### config.mk
export PLATFORM = sky130hd
export DESIGN_NAME = nmea_gga_sentence_parser_flat
export DESIGN_NICKNAME = d
export VERILOG_FILES = /design/src/hw/rtl/ngga_pkg.sv /design/src/hw/rtl/ngga_in_if.sv /design/src/hw/rtl/ngga_out_if.sv /design/src/hw/rtl/ngga_coord_conv.sv /design/src/hw/rtl/nmea_gga_sentence_parser.sv /design/src/flat_wrapper.sv
export SDC_FILE = /design/constraint.sdc
export NUM_CORES = 2
export LEC_CHECK = 0
export BUFFER_PORTS_ARGS = -buffer_cell sky130_fd_sc_hd__buf_2
export CORE_MARGIN = 2
export CORE_UTILIZATION = 62
export DETAILED_ROUTE_END_ITERATION = 10
export PLACE_DENSITY_LB_ADDON = 0.12
export SLEW_MARGIN = 15
export SYNTH_ARGS = -nofsm -noshare
export SYNTH_HDL_FRONTEND = slang
export SYNTH_SLANG_ARGS = --single-unit
### constraint.sdc
create_clock -name clk -period 59.9 [get_ports clk]
set_clock_uncertainty 0.05 [all_clocks]
set_input_delay 2.995 -clock clk [delete_from_list [all_inputs] [get_ports clk]]
set_output_delay 2.995 -clock clk [all_outputs]
set_load 0.01 [all_outputs]
### src/hw/rtl/ngga_pkg.sv
// Package for the NMEA GGA sentence parser: character codes, field widths,
// line and result types, and the constant tables for coordinate conversion.
// No dependencies.
`timescale 1ns / 1ps

package ngga_pkg;

    localparam int LINE_BUFFER_BYTES_DEF      = 120;
    localparam int MINUTE_FRACTION_DIGITS_DEF = 5;

    localparam int INT_W   = 17;
    localparam int FRAC_W  = 24;
    localparam int DEG_W   = 10;
    localparam int COORD_W = 35;

    localparam logic [31:0] STALE_LIMIT_RESET = 32'd5000;

    localparam logic [7:0] CH_DOLLAR = 8'h24;
    localparam logic [7:0] CH_STAR   = 8'h2A;
    localparam logic [7:0] CH_COMMA  = 8'h2C;
    localparam logic [7:0] CH_DOT    = 8'h2E;
    localparam logic [7:0] CH_G      = 8'h47;
    localparam logic [7:0] CH_A      = 8'h41;
    localparam logic [7:0] CH_S      = 8'h53;
    localparam logic [7:0] CH_W      = 8'h57;
    localparam logic [7:0] CH_LF     = 8'h0A;
    localparam logic [7:0] CH_NUL    = 8'h00;

    localparam logic [INT_W-1:0] INT_PART_MAX = 17'd99999;
    localparam logic [17:0] DEG_RECIP = 18'd167773;
    localparam logic [28:0] RECIP15   = 29'd286331154;

    localparam logic [3:0] FLD_LAT     = 4'd1;
    localparam logic [3:0] FLD_LAT_HEM = 4'd2;
    localparam logic [3:0] FLD_LON     = 4'd3;
    localparam logic [3:0] FLD_LON_HEM = 4'd4;
    localparam logic [3:0] FLD_FIX     = 4'd5;
    localparam logic [3:0] FLD_SATS    = 4'd6;
    localparam logic [3:0] FLD_MAX     = 4'd15;

    typedef struct packed {
        logic                         header_bad;
        logic                         star_seen;
        logic                         hex_bad;
        logic                         fields_done;
        logic [3:0]                   field_num;
        logic [7:0]                   run_xor;
        logic [7:0]                   hex_val;
        logic [1:0]                   hex_cnt;
        logic                         fld_started;
        logic                         fld_dot;
        logic                         fld_stop;
        logic [1:0][7:0]              acc;
        logic [1:0][INT_W-1:0]        ip;
        logic [1:0][FRAC_W-1:0]       frac;
        logic [1:0][2:0]              fdig;
        logic [1:0]                   nonempty;
        logic [1:0]                   negative;
    } ngga_line_t;

    typedef struct packed {
        logic [INT_W-1:0]  ip;
        logic [FRAC_W-1:0] frac;
        logic              negative;
    } ngga_coord_t;

    typedef struct packed {
        logic        ok;
        logic [7:0]  fix_q;
        logic [7:0]  sats;
        logic [31:0] now_ms;
        logic [31:0] lines;
        logic        lat_ne;
        logic        lon_ne;
    } ngga_ctrl_t;

    function automatic logic [FRAC_W-1:0] pow10(input logic [2:0] n);
        logic [FRAC_W-1:0] r;
        case (n)
            3'd0:    r = 24'd1;
            3'd1:    r = 24'd10;
            3'd2:    r = 24'd100;
            3'd3:    r = 24'd1000;
            3'd4:    r = 24'd10000;
            3'd5:    r = 24'd100000;
            3'd6:    r = 24'd1000000;
            default: r = 24'd10000000;
        endcase
        return r;
    endfunction

    // Returns a valid flag above the four-bit digit value.
    function automatic logic [4:0] hex_of(input logic [7:0] b);
        logic [4:0] r;
        if (b >= 8'h30 && b <= 8'h39)
            r = {1'b1, 4'(b - 8'h30)};
        else if (b >= 8'h41 && b <= 8'h46)
            r = {1'b1, 4'(b - 8'h37)};
        else if (b >= 8'h61 && b <= 8'h66)
            r = {1'b1, 4'(b - 8'h57)};
        else
            r = 5'd0;
        return r;
    endfunction

endpackage

### src/hw/rtl/ngga_in_if.sv
// Input channel of the GGA parser: one received byte with its timestamp.
// Depends on nothing.
`timescale 1ns / 1ps

interface ngga_in_if;
    logic        valid;
    logic        ready;
    logic [7:0]  rx_byte;
    logic [31:0] now_ms;

    modport source (output valid, rx_byte, now_ms, input ready);
    modport sink (input valid, rx_byte, now_ms, output ready);
endinterface

### src/hw/rtl/ngga_out_if.sv
// Result channel of the GGA parser: one word per terminated nonempty line.
// Depends on nothing.
`timescale 1ns / 1ps

interface ngga_out_if;
    logic               valid;
    logic               ready;
    logic               line_accepted;
    logic               position_updated;
    logic [7:0]         fix_quality;
    logic [7:0]         satellite_count;
    logic signed [34:0] latitude_e7;
    logic               latitude_valid;
    logic signed [34:0] longitude_e7;
    logic               longitude_valid;
    logic [31:0]        last_fix_ms;
    logic               fix_fresh;
    logic [31:0]        lines_seen;

    modport source (output valid, line_accepted, position_updated, fix_quality,
                    satellite_count, latitude_e7, latitude_valid, longitude_e7,
                    longitude_valid, last_fix_ms, fix_fresh, lines_seen,
                    input ready);
    modport sink (input valid, line_accepted, position_updated, fix_quality,
                  satellite_count, latitude_e7, latitude_valid, longitude_e7,
                  longitude_valid, last_fix_ms, fix_fresh, lines_seen,
                  output ready);
endinterface

### src/hw/rtl/ngga_coord_conv.sv
// Four-stage conversion of a ddmm.mmmm coordinate into signed degrees times 1e7.
// Depends on ngga_pkg.
`timescale 1ns / 1ps

module ngga_coord_conv #(
    parameter int FRAC_DIGITS = ngga_pkg::MINUTE_FRACTION_DIGITS_DEF
) (
    input  logic                             clk,
    input  logic                             adv,
    input  ngga_pkg::ngga_coord_t            coord,
    output logic signed [ngga_pkg::COORD_W-1:0] e7
);
    import ngga_pkg::*;

    localparam logic [FRAC_W-1:0] FRAC_SCALE = pow10(3'(7 - FRAC_DIGITS));

    logic [DEG_W-1:0]  deg2_reg;
    logic [INT_W-1:0]  ip2_reg;
    logic [FRAC_W-1:0] frac2_reg, frac3_reg;
    logic              neg2_reg, neg3_reg, neg4_reg, neg5_reg;
    logic [6:0]        mm3_reg;
    logic [33:0]       degp3_reg, degp4_reg, degp5_reg;
    logic [27:0]       y4_reg;
    logic [24:0]       q5_reg;

    logic [34:0] deg_prod;
    logic [29:0] x_sum;
    logic [56:0] q_prod;
    logic [34:0] mag;

    assign deg_prod = 35'(coord.ip) * 35'(DEG_RECIP);
    assign x_sum    = 30'(mm3_reg) * 30'd10000000 + 30'(frac3_reg) * 30'(FRAC_SCALE) + 30'd30;
    assign q_prod   = 57'(y4_reg) * 57'(RECIP15);
    assign mag      = 35'(degp5_reg) + 35'(q5_reg);
    assign e7       = neg5_reg ? -signed'(mag) : signed'(mag);

    always_ff @(posedge clk)
    begin
        if (adv)
        begin
            deg2_reg  <= deg_prod[24 +: DEG_W];
            ip2_reg   <= coord.ip;
            frac2_reg <= coord.frac;
            neg2_reg  <= coord.negative;

            mm3_reg   <= 7'(ip2_reg - 17'(deg2_reg) * 17'd100);
            degp3_reg <= 34'(deg2_reg) * 34'd10000000;
            frac3_reg <= frac2_reg;
            neg3_reg  <= neg2_reg;

            y4_reg    <= x_sum[29:2];
            degp4_reg <= degp3_reg;
            neg4_reg  <= neg3_reg;

            q5_reg    <= q_prod[32 +: 25];
            degp5_reg <= degp4_reg;
            neg5_reg  <= neg4_reg;
        end
    end

endmodule

### src/hw/rtl/nmea_gga_sentence_parser.sv
// Streaming NMEA GGA parser: one byte per cycle, no line buffer.
// A result word becomes valid after the accepted LF byte has passed through a
// five-stage conversion pipeline followed by the output register.
// Throughput: one byte per cycle; the input stalls only while the first
// pipeline stage holds a line end that cannot move on.
// Reset clears the parse state, the stored fix and the line counter.
`timescale 1ns / 1ps

module nmea_gga_sentence_parser #(
    parameter int LINE_BUFFER_BYTES      = ngga_pkg::LINE_BUFFER_BYTES_DEF,
    parameter int MINUTE_FRACTION_DIGITS = ngga_pkg::MINUTE_FRACTION_DIGITS_DEF
) (
    input  logic        clk,
    input  logic        rst_n,
    ngga_in_if.sink     in_ch,
    ngga_out_if.source  out_ch,
    input  logic        cfg_we,
    input  logic [31:0] cfg_wdata
);
    import ngga_pkg::*;

    localparam int LW    = $clog2(LINE_BUFFER_BYTES);
    localparam int DEPTH = 5;

    logic [31:0]        limit_reg;
    logic [LW-1:0]      len_reg, len_next;
    ngga_line_t         line_reg, line_next;
    logic [31:0]        cnt_reg, cnt_next;

    logic [DEPTH-1:0]   vld_reg;
    ngga_ctrl_t         ctrl_reg [DEPTH];
    ngga_ctrl_t         snap;
    ngga_coord_t        coord_reg [2];
    logic               emit;
    logic               accept;
    logic               adv;

    logic signed [COORD_W-1:0] e7 [2];

    logic [7:0]         st_fixq_reg, st_sats_reg;
    logic [COORD_W-1:0] st_lat_reg, st_lon_reg;
    logic               st_latv_reg, st_lonv_reg;
    logic [31:0]        st_time_reg;
    logic               out_valid_reg, acc_out_reg, upd_out_reg, fresh_out_reg;
    logic [31:0]        lines_out_reg;

    logic [7:0]         new_fixq;
    logic               new_upd;
    logic [31:0]        new_time;

    assign adv          = !out_valid_reg || out_ch.ready;
    assign in_ch.ready  = adv || !vld_reg[0];
    assign accept       = in_ch.valid && in_ch.ready;

    always_comb
    begin
        logic [7:0]       b;
        logic [3:0]       d;
        logic             digit;
        logic [LW-1:0]    pos;
        logic [4:0]       hx;
        logic             first;
        logic             ci;
        logic [19:0]      v;

        b         = in_ch.rx_byte;
        digit     = (b >= 8'h30) && (b <= 8'h39);
        d         = digit ? 4'(b - 8'h30) : 4'd0;
        pos       = len_reg;
        hx        = hex_of(b);
        first     = !line_reg.fld_started;
        ci        = 1'b0;
        v         = '0;
        line_next = line_reg;
        len_next  = len_reg;
        cnt_next  = cnt_reg;
        emit      = 1'b0;

        snap.ok     = !line_reg.header_bad && (len_reg >= LW'(7)) && line_reg.star_seen &&
                      (line_reg.hex_cnt == 2'd2) && !line_reg.hex_bad &&
                      (line_reg.hex_val == line_reg.run_xor) && (line_reg.field_num >= FLD_SATS);
        snap.fix_q  = line_reg.acc[0];
        snap.sats   = line_reg.acc[1];
        snap.now_ms = in_ch.now_ms;
        snap.lines  = cnt_reg + 32'd1;
        snap.lat_ne = line_reg.nonempty[0];
        snap.lon_ne = line_reg.nonempty[1];

        if (accept)
        begin
            if (b == CH_LF)
            begin
                if (len_reg != '0)
                begin
                    emit      = 1'b1;
                    cnt_next  = cnt_reg + 32'd1;
                    line_next = '0;
                    len_next  = '0;
                end
            end
            else if (len_reg >= LW'(LINE_BUFFER_BYTES - 1))
            begin
                line_next = '0;
                len_next  = '0;
            end
            else
            begin
                len_next = len_reg + LW'(1);
                if ((pos == LW'(0) && b != CH_DOLLAR) ||
                    ((pos == LW'(3) || pos == LW'(4)) && b != CH_G) ||
                    (pos == LW'(5) && b != CH_A) || (pos == LW'(6) && b != CH_COMMA))
                    line_next.header_bad = 1'b1;

                if (pos != LW'(0))
                begin
                    if (line_reg.star_seen)
                    begin
                        if (line_reg.hex_cnt != 2'd2)
                        begin
                            if (!hx[4])
                                line_next.hex_bad = 1'b1;
                            else
                                line_next.hex_val = {line_reg.hex_val[3:0], hx[3:0]};
                            line_next.hex_cnt = line_reg.hex_cnt + 2'd1;
                        end
                    end
                    else if (b == CH_STAR)
                        line_next.star_seen = 1'b1;
                    else
                        line_next.run_xor = line_reg.run_xor ^ b;
                end

                if (pos >= LW'(7) && !line_reg.fields_done)
                begin
                    if (b == CH_COMMA)
                    begin
                        if (line_reg.field_num != FLD_MAX)
                            line_next.field_num = line_reg.field_num + 4'd1;
                        line_next.fld_started = 1'b0;
                        line_next.fld_dot     = 1'b0;
                        line_next.fld_stop    = 1'b0;
                    end
                    else if (b == CH_STAR || b == CH_NUL)
                        line_next.fields_done = 1'b1;
                    else
                    begin
                        line_next.fld_started = 1'b1;
                        if (line_reg.field_num == FLD_LAT || line_reg.field_num == FLD_LON)
                        begin
                            ci = (line_reg.field_num == FLD_LON);
                            line_next.nonempty[ci] = 1'b1;
                            if (!line_reg.fld_stop)
                            begin
                                if (digit)
                                begin
                                    if (!line_reg.fld_dot)
                                    begin
                                        v = 20'(line_reg.ip[ci]) * 20'd10 + 20'(d);
                                        line_next.ip[ci] = (v > 20'(INT_PART_MAX)) ?
                                                           INT_PART_MAX : INT_W'(v);
                                    end
                                    else if (line_reg.fdig[ci] < 3'(MINUTE_FRACTION_DIGITS))
                                    begin
                                        line_next.frac[ci] = line_reg.frac[ci] +
                                            FRAC_W'(d) * pow10(3'(MINUTE_FRACTION_DIGITS - 1)
                                                               - line_reg.fdig[ci]);
                                        line_next.fdig[ci] = line_reg.fdig[ci] + 3'd1;
                                    end
                                end
                                else if (b == CH_DOT && !line_reg.fld_dot)
                                    line_next.fld_dot = 1'b1;
                                else
                                    line_next.fld_stop = 1'b1;
                            end
                        end
                        else if (line_reg.field_num == FLD_LAT_HEM ||
                                 line_reg.field_num == FLD_LON_HEM)
                        begin
                            ci = (line_reg.field_num == FLD_LON_HEM);
                            if (first)
                                line_next.negative[ci] = (b == CH_S) || (b == CH_W);
                        end
                        else if (line_reg.field_num == FLD_FIX ||
                                 line_reg.field_num == FLD_SATS)
                        begin
                            ci = (line_reg.field_num == FLD_SATS);
                            if (!line_reg.fld_stop)
                            begin
                                if (digit)
                                    line_next.acc[ci] = 8'(line_reg.acc[ci] * 8'd10 + 8'(d));
                                else
                                    line_next.fld_stop = 1'b1;
                            end
                        end
                    end
                end
            end
        end
    end

    always_ff @(posedge clk or negedge rst_n)
    begin
        if (!rst_n)
        begin
            limit_reg <= STALE_LIMIT_RESET;
            len_reg   <= '0;
            line_reg  <= '0;
            cnt_reg   <= '0;
            vld_reg   <= '0;
        end
        else
        begin
            if (cfg_we)
                limit_reg <= cfg_wdata;
            len_reg  <= len_next;
            line_reg <= line_next;
            cnt_reg  <= cnt_next;
            if (adv)
                vld_reg <= {vld_reg[DEPTH-2:0], emit};
            else
                vld_reg[0] <= vld_reg[0] | emit;
        end
    end

    always_ff @(posedge clk)
    begin
        if (emit)
        begin
            ctrl_reg[0]  <= snap;
            coord_reg[0] <= '{ip: line_reg.ip[0], frac: line_reg.frac[0],
                              negative: line_reg.negative[0]};
            coord_reg[1] <= '{ip: line_reg.ip[1], frac: line_reg.frac[1],
                              negative: line_reg.negative[1]};
        end
        if (adv)
        begin
            for (int k = 1; k < DEPTH; k++)
                ctrl_reg[k] <= ctrl_reg[k-1];
        end
    end

    for (genvar c = 0; c < 2; c++)
    begin : g_conv
        ngga_coord_conv #(
            .FRAC_DIGITS(MINUTE_FRACTION_DIGITS)
        ) u_conv (
            .clk   (clk),
            .adv   (adv),
            .coord (coord_reg[c]),
            .e7    (e7[c])
        );
    end

    assign new_fixq = ctrl_reg[DEPTH-1].ok ? ctrl_reg[DEPTH-1].fix_q : st_fixq_reg;
    assign new_upd  = ctrl_reg[DEPTH-1].ok && (ctrl_reg[DEPTH-1].fix_q != 8'd0);
    assign new_time = new_upd ? ctrl_reg[DEPTH-1].now_ms : st_time_reg;

    always_ff @(posedge clk or negedge rst_n)
    begin
        if (!rst_n)
        begin
            out_valid_reg <= 1'b0;
            st_fixq_reg   <= '0;
            st_sats_reg   <= '0;
            st_lat_reg    <= '0;
            st_lon_reg    <= '0;
            st_latv_reg   <= 1'b0;
            st_lonv_reg   <= 1'b0;
            st_time_reg   <= '0;
        end
        else if (adv && vld_reg[DEPTH-1])
        begin
            out_valid_reg <= 1'b1;
            st_fixq_reg   <= new_fixq;
            if (ctrl_reg[DEPTH-1].ok)
                st_sats_reg <= ctrl_reg[DEPTH-1].sats;
            if (new_upd)
            begin
                st_latv_reg <= ctrl_reg[DEPTH-1].lat_ne;
                st_lonv_reg <= ctrl_reg[DEPTH-1].lon_ne;
                st_lat_reg  <= ctrl_reg[DEPTH-1].lat_ne ? COORD_W'(e7[0]) : '0;
                st_lon_reg  <= ctrl_reg[DEPTH-1].lon_ne ? COORD_W'(e7[1]) : '0;
            end
            st_time_reg <= new_time;
        end
        else if (out_ch.ready)
            out_valid_reg <= 1'b0;
    end

    always_ff @(posedge clk)
    begin
        if (adv && vld_reg[DEPTH-1])
        begin
            acc_out_reg   <= ctrl_reg[DEPTH-1].ok;
            upd_out_reg   <= new_upd;
            fresh_out_reg <= (new_fixq != 8'd0) &&
                             ((ctrl_reg[DEPTH-1].now_ms - new_time) < limit_reg);
            lines_out_reg <= ctrl_reg[DEPTH-1].lines;
        end
    end

    assign out_ch.valid            = out_valid_reg;
    assign out_ch.line_accepted    = acc_out_reg;
    assign out_ch.position_updated = upd_out_reg;
    assign out_ch.fix_quality      = st_fixq_reg;
    assign out_ch.satellite_count  = st_sats_reg;
    assign out_ch.latitude_e7      = signed'(st_lat_reg);
    assign out_ch.latitude_valid   = st_latv_reg;
    assign out_ch.longitude_e7     = signed'(st_lon_reg);
    assign out_ch.longitude_valid  = st_lonv_reg;
    assign out_ch.last_fix_ms      = st_time_reg;
    assign out_ch.fix_fresh        = fresh_out_reg;
    assign out_ch.lines_seen       = lines_out_reg;

endmodule
### src/flat_wrapper.sv
// flat-port wrapper written by rule: the top's interface ports become plain ports
module nmea_gga_sentence_parser_flat import ngga_pkg::*;
#(
    parameter int LINE_BUFFER_BYTES      = ngga_pkg::LINE_BUFFER_BYTES_DEF,
    parameter int MINUTE_FRACTION_DIGITS = ngga_pkg::MINUTE_FRACTION_DIGITS_DEF
)
  (clk, rst_n, cfg_we, cfg_wdata, in_ch_valid, in_ch_rx_byte, in_ch_now_ms, in_ch_ready, out_ch_valid, out_ch_line_accepted, out_ch_position_updated, out_ch_fix_quality, out_ch_satellite_count, out_ch_latitude_e7, out_ch_latitude_valid, out_ch_longitude_e7, out_ch_longitude_valid, out_ch_last_fix_ms, out_ch_fix_fresh, out_ch_lines_seen, out_ch_ready);
  ngga_in_if in_ch_i ();
  ngga_out_if out_ch_i ();
  input  logic clk;
  input  logic rst_n;
  input  logic cfg_we;
  input  logic [31:0] cfg_wdata;
  input wire logic [$bits(in_ch_i.valid)-1:0] in_ch_valid;
  input wire logic [$bits(in_ch_i.rx_byte)-1:0] in_ch_rx_byte;
  input wire logic [$bits(in_ch_i.now_ms)-1:0] in_ch_now_ms;
  output wire logic [$bits(in_ch_i.ready)-1:0] in_ch_ready;
  output wire logic [$bits(out_ch_i.valid)-1:0] out_ch_valid;
  output wire logic [$bits(out_ch_i.line_accepted)-1:0] out_ch_line_accepted;
  output wire logic [$bits(out_ch_i.position_updated)-1:0] out_ch_position_updated;
  output wire logic [$bits(out_ch_i.fix_quality)-1:0] out_ch_fix_quality;
  output wire logic [$bits(out_ch_i.satellite_count)-1:0] out_ch_satellite_count;
  output wire logic [$bits(out_ch_i.latitude_e7)-1:0] out_ch_latitude_e7;
  output wire logic [$bits(out_ch_i.latitude_valid)-1:0] out_ch_latitude_valid;
  output wire logic [$bits(out_ch_i.longitude_e7)-1:0] out_ch_longitude_e7;
  output wire logic [$bits(out_ch_i.longitude_valid)-1:0] out_ch_longitude_valid;
  output wire logic [$bits(out_ch_i.last_fix_ms)-1:0] out_ch_last_fix_ms;
  output wire logic [$bits(out_ch_i.fix_fresh)-1:0] out_ch_fix_fresh;
  output wire logic [$bits(out_ch_i.lines_seen)-1:0] out_ch_lines_seen;
  input wire logic [$bits(out_ch_i.ready)-1:0] out_ch_ready;
  assign in_ch_i.valid = in_ch_valid;
  assign in_ch_i.rx_byte = in_ch_rx_byte;
  assign in_ch_i.now_ms = in_ch_now_ms;
  assign in_ch_ready = in_ch_i.ready;
  assign out_ch_valid = out_ch_i.valid;
  assign out_ch_line_accepted = out_ch_i.line_accepted;
  assign out_ch_position_updated = out_ch_i.position_updated;
  assign out_ch_fix_quality = out_ch_i.fix_quality;
  assign out_ch_satellite_count = out_ch_i.satellite_count;
  assign out_ch_latitude_e7 = out_ch_i.latitude_e7;
  assign out_ch_latitude_valid = out_ch_i.latitude_valid;
  assign out_ch_longitude_e7 = out_ch_i.longitude_e7;
  assign out_ch_longitude_valid = out_ch_i.longitude_valid;
  assign out_ch_last_fix_ms = out_ch_i.last_fix_ms;
  assign out_ch_fix_fresh = out_ch_i.fix_fresh;
  assign out_ch_lines_seen = out_ch_i.lines_seen;
  assign out_ch_i.ready = out_ch_ready;
  nmea_gga_sentence_parser #(.LINE_BUFFER_BYTES(LINE_BUFFER_BYTES), .MINUTE_FRACTION_DIGITS(MINUTE_FRACTION_DIGITS)) u_core (.clk(clk), .rst_n(rst_n), .in_ch(in_ch_i), .out_ch(out_ch_i), .cfg_we(cfg_we), .cfg_wdata(cfg_wdata));
endmodule
### After elaboration in Yosys (flattened, before gate mapping)

Memory sizes are Yosys's and may differ from the RTL's.
Index checks and enable logic that the tools add are counted.

| cells by class | value |
|---|---|
| equality and inequality tests | 45 |
| multipliers | 15 |
| magnitude comparators | 18 |
| bitwise operators | 3 |
| reductions and logical operators | 84 |
| muxes and demuxes | 107 |
| add/subtract/negate cells | 23 |

Operators by type and width:

| kind | number |
|---|---|
| 137-bit 2-to-1 mux | 3 |
| 24-bit 2-to-1 mux | 14 |
| 111-bit 2-to-1 mux | 2 |
| 88-bit 2-to-1 mux | 2 |
| 24-bit one-hot mux with 7 select lines | 1 |
| 35-bit 2-to-1 mux | 4 |
| 17-bit 2-to-1 mux | 7 |
| 28-bit by 28-bit multiplier with 56-bit output, second input constant | 2 |
| 108-bit 2-to-1 mux | 1 |
| 54-bit 2-to-1 mux | 2 |
| 90-bit 2-to-1 mux | 1 |
| 34-bit by 25-bit adder with 35-bit output | 2 |
| 35-bit negation | 2 |
| 17-bit by 18-bit multiplier with 34-bit output, second input constant | 2 |
| 30-bit adder | 2 |
| 30-bit by 5-bit adder with 30-bit output, second input constant | 2 |
| 24-bit by 5-bit multiplier with 28-bit output, second input constant | 2 |
| 8-bit 2-to-1 mux | 7 |
| 10-bit by 17-bit multiplier with 27-bit output, second input constant | 2 |
| 48-bit bitwise mux | 1 |
| 7-bit by 17-bit multiplier with 23-bit output, second input constant | 2 |
| 3-bit nonzero test | 14 |
| 34-bit bitwise mux | 1 |
| 34-bit 2-to-1 mux | 1 |
| 90 further kinds | 216 |

| storage, ports and cells | value |
|---|---|
| memories kept | 2 |
| bits in registers | 789 |
| logic and storage cells | 363 |
| input bits | 77 |
| output and inout bits | 157 |
| RAM bits | 499 |

Memories:

| name | words | bits a word | read ports | clocked after memory_dff | write ports | RTL line | RTL |
|---|---|---|---|---|---|---|---|
| u_core.ctrl_reg | 5 | 83 | 5 | 0 | 5 | nmea_gga_sentence_parser.sv:31 | `ngga_ctrl_t ctrl_reg [DEPTH];` |
| u_core.coord_reg | 2 | 42 | 2 | 0 | 2 | nmea_gga_sentence_parser.sv:33 | `ngga_coord_t coord_reg [2];` |

### Longest topological paths before layout

| logic depth | value |
|---|---|
| depth in word-level cells | 30 |
| depth in mapped cells | 32 |
| depth with buffers taken out | 29 |

### Modules after synthesis

From an unflattened synthesis, not the netlist that was laid out.

| second synthesis, totals | value |
|---|---|
| cells, all modules | 8526 |
| area, all modules | 95840.7 um2 |

Modules (own cells, without submodules):

| module | cells an instance | times used | sequential area each (um2) | area each (um2) |
|---|---|---|---|---|
| nmea_gga_sentence_parser | 3006 | 1 | 24399.7 | 38669.6 |
| ngga_coord_conv (u_core.g_conv[1].u_conv) | 2813 | 1 | 6306.0 | 28922.7 |
| ngga_coord_conv (u_core.g_conv[0].u_conv) | 2707 | 1 | 6306.0 | 28248.3 |

### Worst setup path after synthesis

Ideal clock, no wire load.

| timing path | value |
|---|---|
| path kind | input-to-reg |
| start point | in out_ch_ready |
| end point | reg u_core.st_fixq_reg[4] (netlist: u_core.out_ch.fix_quality[4]) |
| cell stages on the path | 6 |
| library setup time | 0.125 ns |
| buffers on the path | 2 |
| slack | 32.745 ns |
| data required time | 59.725 ns |
| arrival time | 26.981 ns |
| cells stage by stage | nand2b_1 clkbuf_1 and2_0 nand2_1 clkbuf_1 mux2_2 |

| on the way | value |
|---|---|
| cells in the longest elaborated chain, start to end | 2 |

Ends and longest elaborated chain:

| what | RTL line | RTL |
|---|---|---|
| start, declared | flat_wrapper.sv:30 | `input wire logic [$bits(out_ch_i.ready)-1:0] out_ch_ready;` |
| 1-bit logical OR | nmea_gga_sentence_parser.sv:51 | `assign adv = !out_valid_reg \|\| out_ch.ready;` |
| 1-bit logical AND | nmea_gga_sentence_parser.sv:271 | `else if (adv && vld_reg[DEPTH-1])` |
| end signal, assigned | nmea_gga_sentence_parser.sv:274 | `st_fixq_reg <= new_fixq;` |
| end, declared | nmea_gga_sentence_parser.sv:40 | `logic [7:0] st_fixq_reg, st_sats_reg;` |

Every way passes these cells.
A chain may end at the register's enable or synchronous reset.

### Worst setup path in the final report

| timing path | value |
|---|---|
| start point | in in_ch_rx_byte[0] |
| end point | reg u_core.line_reg[56] in the netlist's numbering |

| on the way | value |
|---|---|
| cells in the longest elaborated chain, start to end | 16 |
| elaborated cells between the ends (all ways) | 33 |
| classes of those cells | 2 x add/sub; 1 x mul; 2 x order compare; 7 x eq/ne; 12 x mux; 9 x reduce/logical |

Ends and longest elaborated chain:

| what | RTL line | RTL |
|---|---|---|
| start, declared | flat_wrapper.sv:15 | `input wire logic [$bits(in_ch_i.rx_byte)-1:0] in_ch_rx_byte;` |
| 8-bit by 6-bit >= comparator with 1-bit output or 8-bit by 6-bit <= comparator with 1-bit output (tied branches) | nmea_gga_sentence_parser.sv:67 | `digit = (b >= 8'h30) && (b <= 8'h39);` |
| 1-bit logical AND | nmea_gga_sentence_parser.sv:67 |  |
| 4-bit 2-to-1 mux | nmea_gga_sentence_parser.sv:68 | `d = digit ? 4'(b - 8'h30) : 4'd0;` |
| 4-bit by 24-bit multiplier with 24-bit output | nmea_gga_sentence_parser.sv:165 | `FRAC_W'(d) * pow10(3'(MINUTE_FRACTION_DIGITS - 1)` |
| 24-bit adder | nmea_gga_sentence_parser.sv:164 | `line_next.frac[ci] = line_reg.frac[ci] +` |
| 48-bit bitwise mux | nmea_gga_sentence_parser.sv:164 |  |
| 54-bit 2-to-1 mux | nmea_gga_sentence_parser.sv:162 | `else if (line_reg.fdig[ci] < 3'(MINUTE_FRACTION_DIGITS))` |
| 54-bit 2-to-1 mux | nmea_gga_sentence_parser.sv:156 | `if (!line_reg.fld_dot)` |
| 88-bit 2-to-1 mux | nmea_gga_sentence_parser.sv:154 | `if (digit)` |
| 88-bit 2-to-1 mux | nmea_gga_sentence_parser.sv:152 | `if (!line_reg.fld_stop)` |
| 90-bit 2-to-1 mux | nmea_gga_sentence_parser.sv:148 | `if (line_reg.field_num == FLD_LAT \|\| line_reg.field_num == FLD_LON)` |
| 111-bit 2-to-1 mux | nmea_gga_sentence_parser.sv:143 | `else if (b == CH_STAR \|\| b == CH_NUL)` |
| 108-bit 2-to-1 mux | nmea_gga_sentence_parser.sv:135 | `if (b == CH_COMMA)` |
| 111-bit 2-to-1 mux | nmea_gga_sentence_parser.sv:133 | `if (pos >= LW'(7) && !line_reg.fields_done)` |
| 137-bit 2-to-1 mux | nmea_gga_sentence_parser.sv:101 | `else if (len_reg >= LW'(LINE_BUFFER_BYTES - 1))` |
| 137-bit 2-to-1 mux | nmea_gga_sentence_parser.sv:91 | `if (b == CH_LF)` |
| end signal, assigned | nmea_gga_sentence_parser.sv:216 | `line_reg <= line_next;` |
| end, declared | nmea_gga_sentence_parser.sv:27 | `ngga_line_t line_reg, line_next;` |

Parallel ways exist; a longest one is shown, timed or not. The select of a mux whose other input is x is not followed.

==> impl_results.md <==
* Worst Setup SP: in_ch_rx_byte[0]
* H-tree Lvls at 4
* I/O pin total at 234
* Synth area leader: edfxtp_1
* Post-CTS sizing at 0
* Setup crit end kind: flip-flop
* Register-to-Register Path Depth at 29
* Slew Limit Fails at 0
* Vias/cell at between 5 and 6
* Pin count of the biggest net entering global routing at 130
* Synth Register Bits at 1288
* DP HPWL at about 160000 um
* Worst relative slew slack at 18.8%
* Clock slew at reported path FFs at 0.06 ns
* Status: complete, no violations
* DRC Markers at 0
* Vias in the first global route at between 60k and 70k
* Main area contributors after synthesis: edfxtp_1 30%, ha_1 19%, fa_1 14%, dfrtp_1 8.7%, inv_1 6.0%
* 1st-iter DRT viols at roughly 3.5k
* Worst reg-to-reg setup slack at 51.19 ns
* Clk buf depth at 3
* Total number of vias at 60.5k
* Final WL at ~200000 um
* Yosys warns at 0
* Commonest cells in the netlist: 1506 x inv_1, 1408 x ha_1, 954 x edfxtp_1
* Mapped Area at approximately 95000 um2
* Final GP Congestion at 0.939
* Core Box Area at ~150000 um2
* Die area at 156000 um2
* GRT Resource Usage Total at approximately a quarter
* Post-synth top area share at between 30% and 40%
* Worst Hold Endpoint: u_core.g_conv[0].u_conv.degp4_reg[31]
* Initial Utilization at 62.4%
* Cell Count Post-Placement at around 11k
* Crit path arrival time at slightly below 10 ns
* RSZ-0062 raised after global routing: no
* HP Class: reg2reg
* Hold Crit Start: u_core.g_conv[0].u_conv.degp3_reg[31]
* Total of max-cap violations at 0
* Period minus WS final at 9.04 ns
* DR WL/cell at around 19 um
* Final hold vios at 0
* Ys async rst share at 25.9%
* Worst-skew pair later-pin latency at 0.79 ns
* Most numerous cell in the Yosys netlist: inv_1
* Post-synthesis sequential area ratio at roughly two fifths
* Post-synth cell types at 93
* Postcts setup bufs at 0
* Antenna violations before repair at 7
* Port-buffer cells at 233
* Reg2reg start: u_core.line_reg[129]
* Largest register FFs at ~420
* Nets at 10.8k
* Worst reg2reg endpoint: u_core.line_reg[56]
* CTS Root Cell: clkbuf_16
* Die Span X at 395 um
* Remaining global-route overflow at 0
* CP Max Fanout at 16
* First-pass GRT wire length at 329000 um
* Critical path class: in2reg
* Max frequency at between 0.1 and 0.15 GHz
* Number of CTS-inserted buffers at 137
* # hold bufs at CTS at 0
* Syn nets at around 11k
* Final ANT Viol Nets at 0
* Slew @ Worst Pin at 1.22 ns
* Post-synth EDFFs at 954
* Syn_area_per_cell at 11.3 um2
* Die height at 395 um
* Fin cells at 10.9k
* Hold Crit Depth at 0
* Rows at between 100 and 150
* TritonCTS clock tree: yes
* Fin crit share at 15.1%
* Layout cells sized above 1 at roughly 6.6%
* Drt pass-1 iters at 6
* Top_reg_cell synth: edfxtp_1
* Worst EP required at around 61 ns
* Fin Setup TNS at 0 ns
* CTS Sinks at 1288
* Worst setup SP type: input port
* Area growth, synth to finish at 8.80%
* # setup viols final at 0
* Synthesized instance count at 8418
worst max path at each step:
stage / endpoint / slack [ns] / depth (start not counted)
after global routing: u_core.line_reg[56] / 50.45 / 22
after floorplan: u_core.out_ch.fix_quality[4] / 32.74 / 6
after detailed placement: u_core.line_reg[56] / 50.16 / 22
after global placement: u_core.line_reg[56] / 50.28 / 22
final: u_core.line_reg[56] / 50.86 / 22
after CTS: u_core.line_reg[56] / 50.97 / 22
through the flow:
| stage | setup slack [ns] | utilization [%] | hold WS, ns | cell area (um2) |
|---|---|---|---|---|
| 4_1_cts | 50.97 | 67.9 | 0.355 | 103000 |
| 3_3_place_gp | 50.28 | 64.7 | 0.350 | 98300 |
| 5_1_grt | 50.45 | 67.9 | 0.358 | 103000 |
| 6_report | 50.86 | 67.9 | 0.360 | 103000 |
| 2_1_floorplan | 32.74 | - | 0.350 | 94800 |
| 3_5_place_dp | 50.16 | 64.7 | 0.355 | 98300 |
final cells by class:
| cell class | count | area [um2] |
|---|---|---|
| clock buffer | 173 | 3650 |
| tap | 2030 | 2540 |
| multi-input combinational | 5512 | 51700 |
| inverter | 1506 | 5660 |
| timing repair buffer | 265 | 1450 |
| clock inverter | 79 | 1070 |
| sequential | 1288 | 37000 |
| fill | 11500 | 48800 |
| antenna | 2 | 5.00 |
metal layers:
layer  share of wire [%]  up-vias  GRT usage [%]
met5               0.023        -              0
met4                 2.6        6           7.13
met3                 4.1      257           3.51
met2                  48     1186           44.2
met1                  45    29700           36.6
li1                    -    29400              -
layout by cell type, fill, tap and decap left out, types with 20 or more instances in the layout:
| master | count |
|---|---|
| inv_1 | 1505 |
| a21oi_1 | 287 |
| a31oi_1 | 33 |
| nor2_1 | 373 |
| o21a_1 | 79 |
| clkbuf_16 | 138 |
| nor4_1 | 23 |
| clkbuf_1 | 28 |
| mux2_2 | 23 |
| o211ai_1 | 24 |
| nor3_1 | 90 |
| clkinv_2 | 20 |
| ha_1 | 1408 |
| xnor2_1 | 309 |
| or2_2 | 28 |
| nand3_1 | 110 |
| or3_1 | 36 |
| fa_1 | 642 |
| and2_1 | 27 |
| nand2b_1 | 46 |
| xor2_1 | 197 |
| buf_2 | 232 |
| a21o_1 | 155 |
| buf_4 | 30 |
| o21bai_1 | 23 |
| o21ai_0 | 326 |
| dfrtp_1 | 329 |
| nand2_1 | 597 |
| edfxtp_1 | 954 |
| a22oi_1 | 22 |
| nor2b_1 | 53 |
| a22o_1 | 64 |
| a211oi_1 | 43 |
| o31ai_1 | 49 |
| and3_1 | 53 |
| nand4_1 | 60 |
| mux2i_1 | 65 |
logic make-up after synthesis:
family | count (synthesis) | synth area share, %
fa+ha+maj | 2050 | 32.2
buf+inv | 1618 | 6.43
xor+xnor | 508 | 4.72
simple gates | 1569 | 7.70
mux | 88 | 0.960
compound gates | 1297 | 8.98
flops | 1288 | 39.1
critical path, stage by stage:
cell and delay [ns]:
buf_2 0.14, inv_1 0.13, ha_1 0.20, o21bai_1 0.08
a21oi_1 0.53, nand2_1 0.58, inv_1 0.46, nand2_1 0.14
fa_1 0.53, fa_1 0.52, fa_1 0.55, inv_1 0.04
ha_1 0.32, a21oi_1 0.25, o21ai_0 0.21, a21oi_1 0.33
a211oi_1 0.18, nor3_1 0.38, nor3_1 0.10, a2111oi_0 0.57
xnor2_1 0.16, a22o_1 0.22
Power is not shown: default switching activity piles up to over one toggle a cycle in this logic, so the estimate is an artifact.
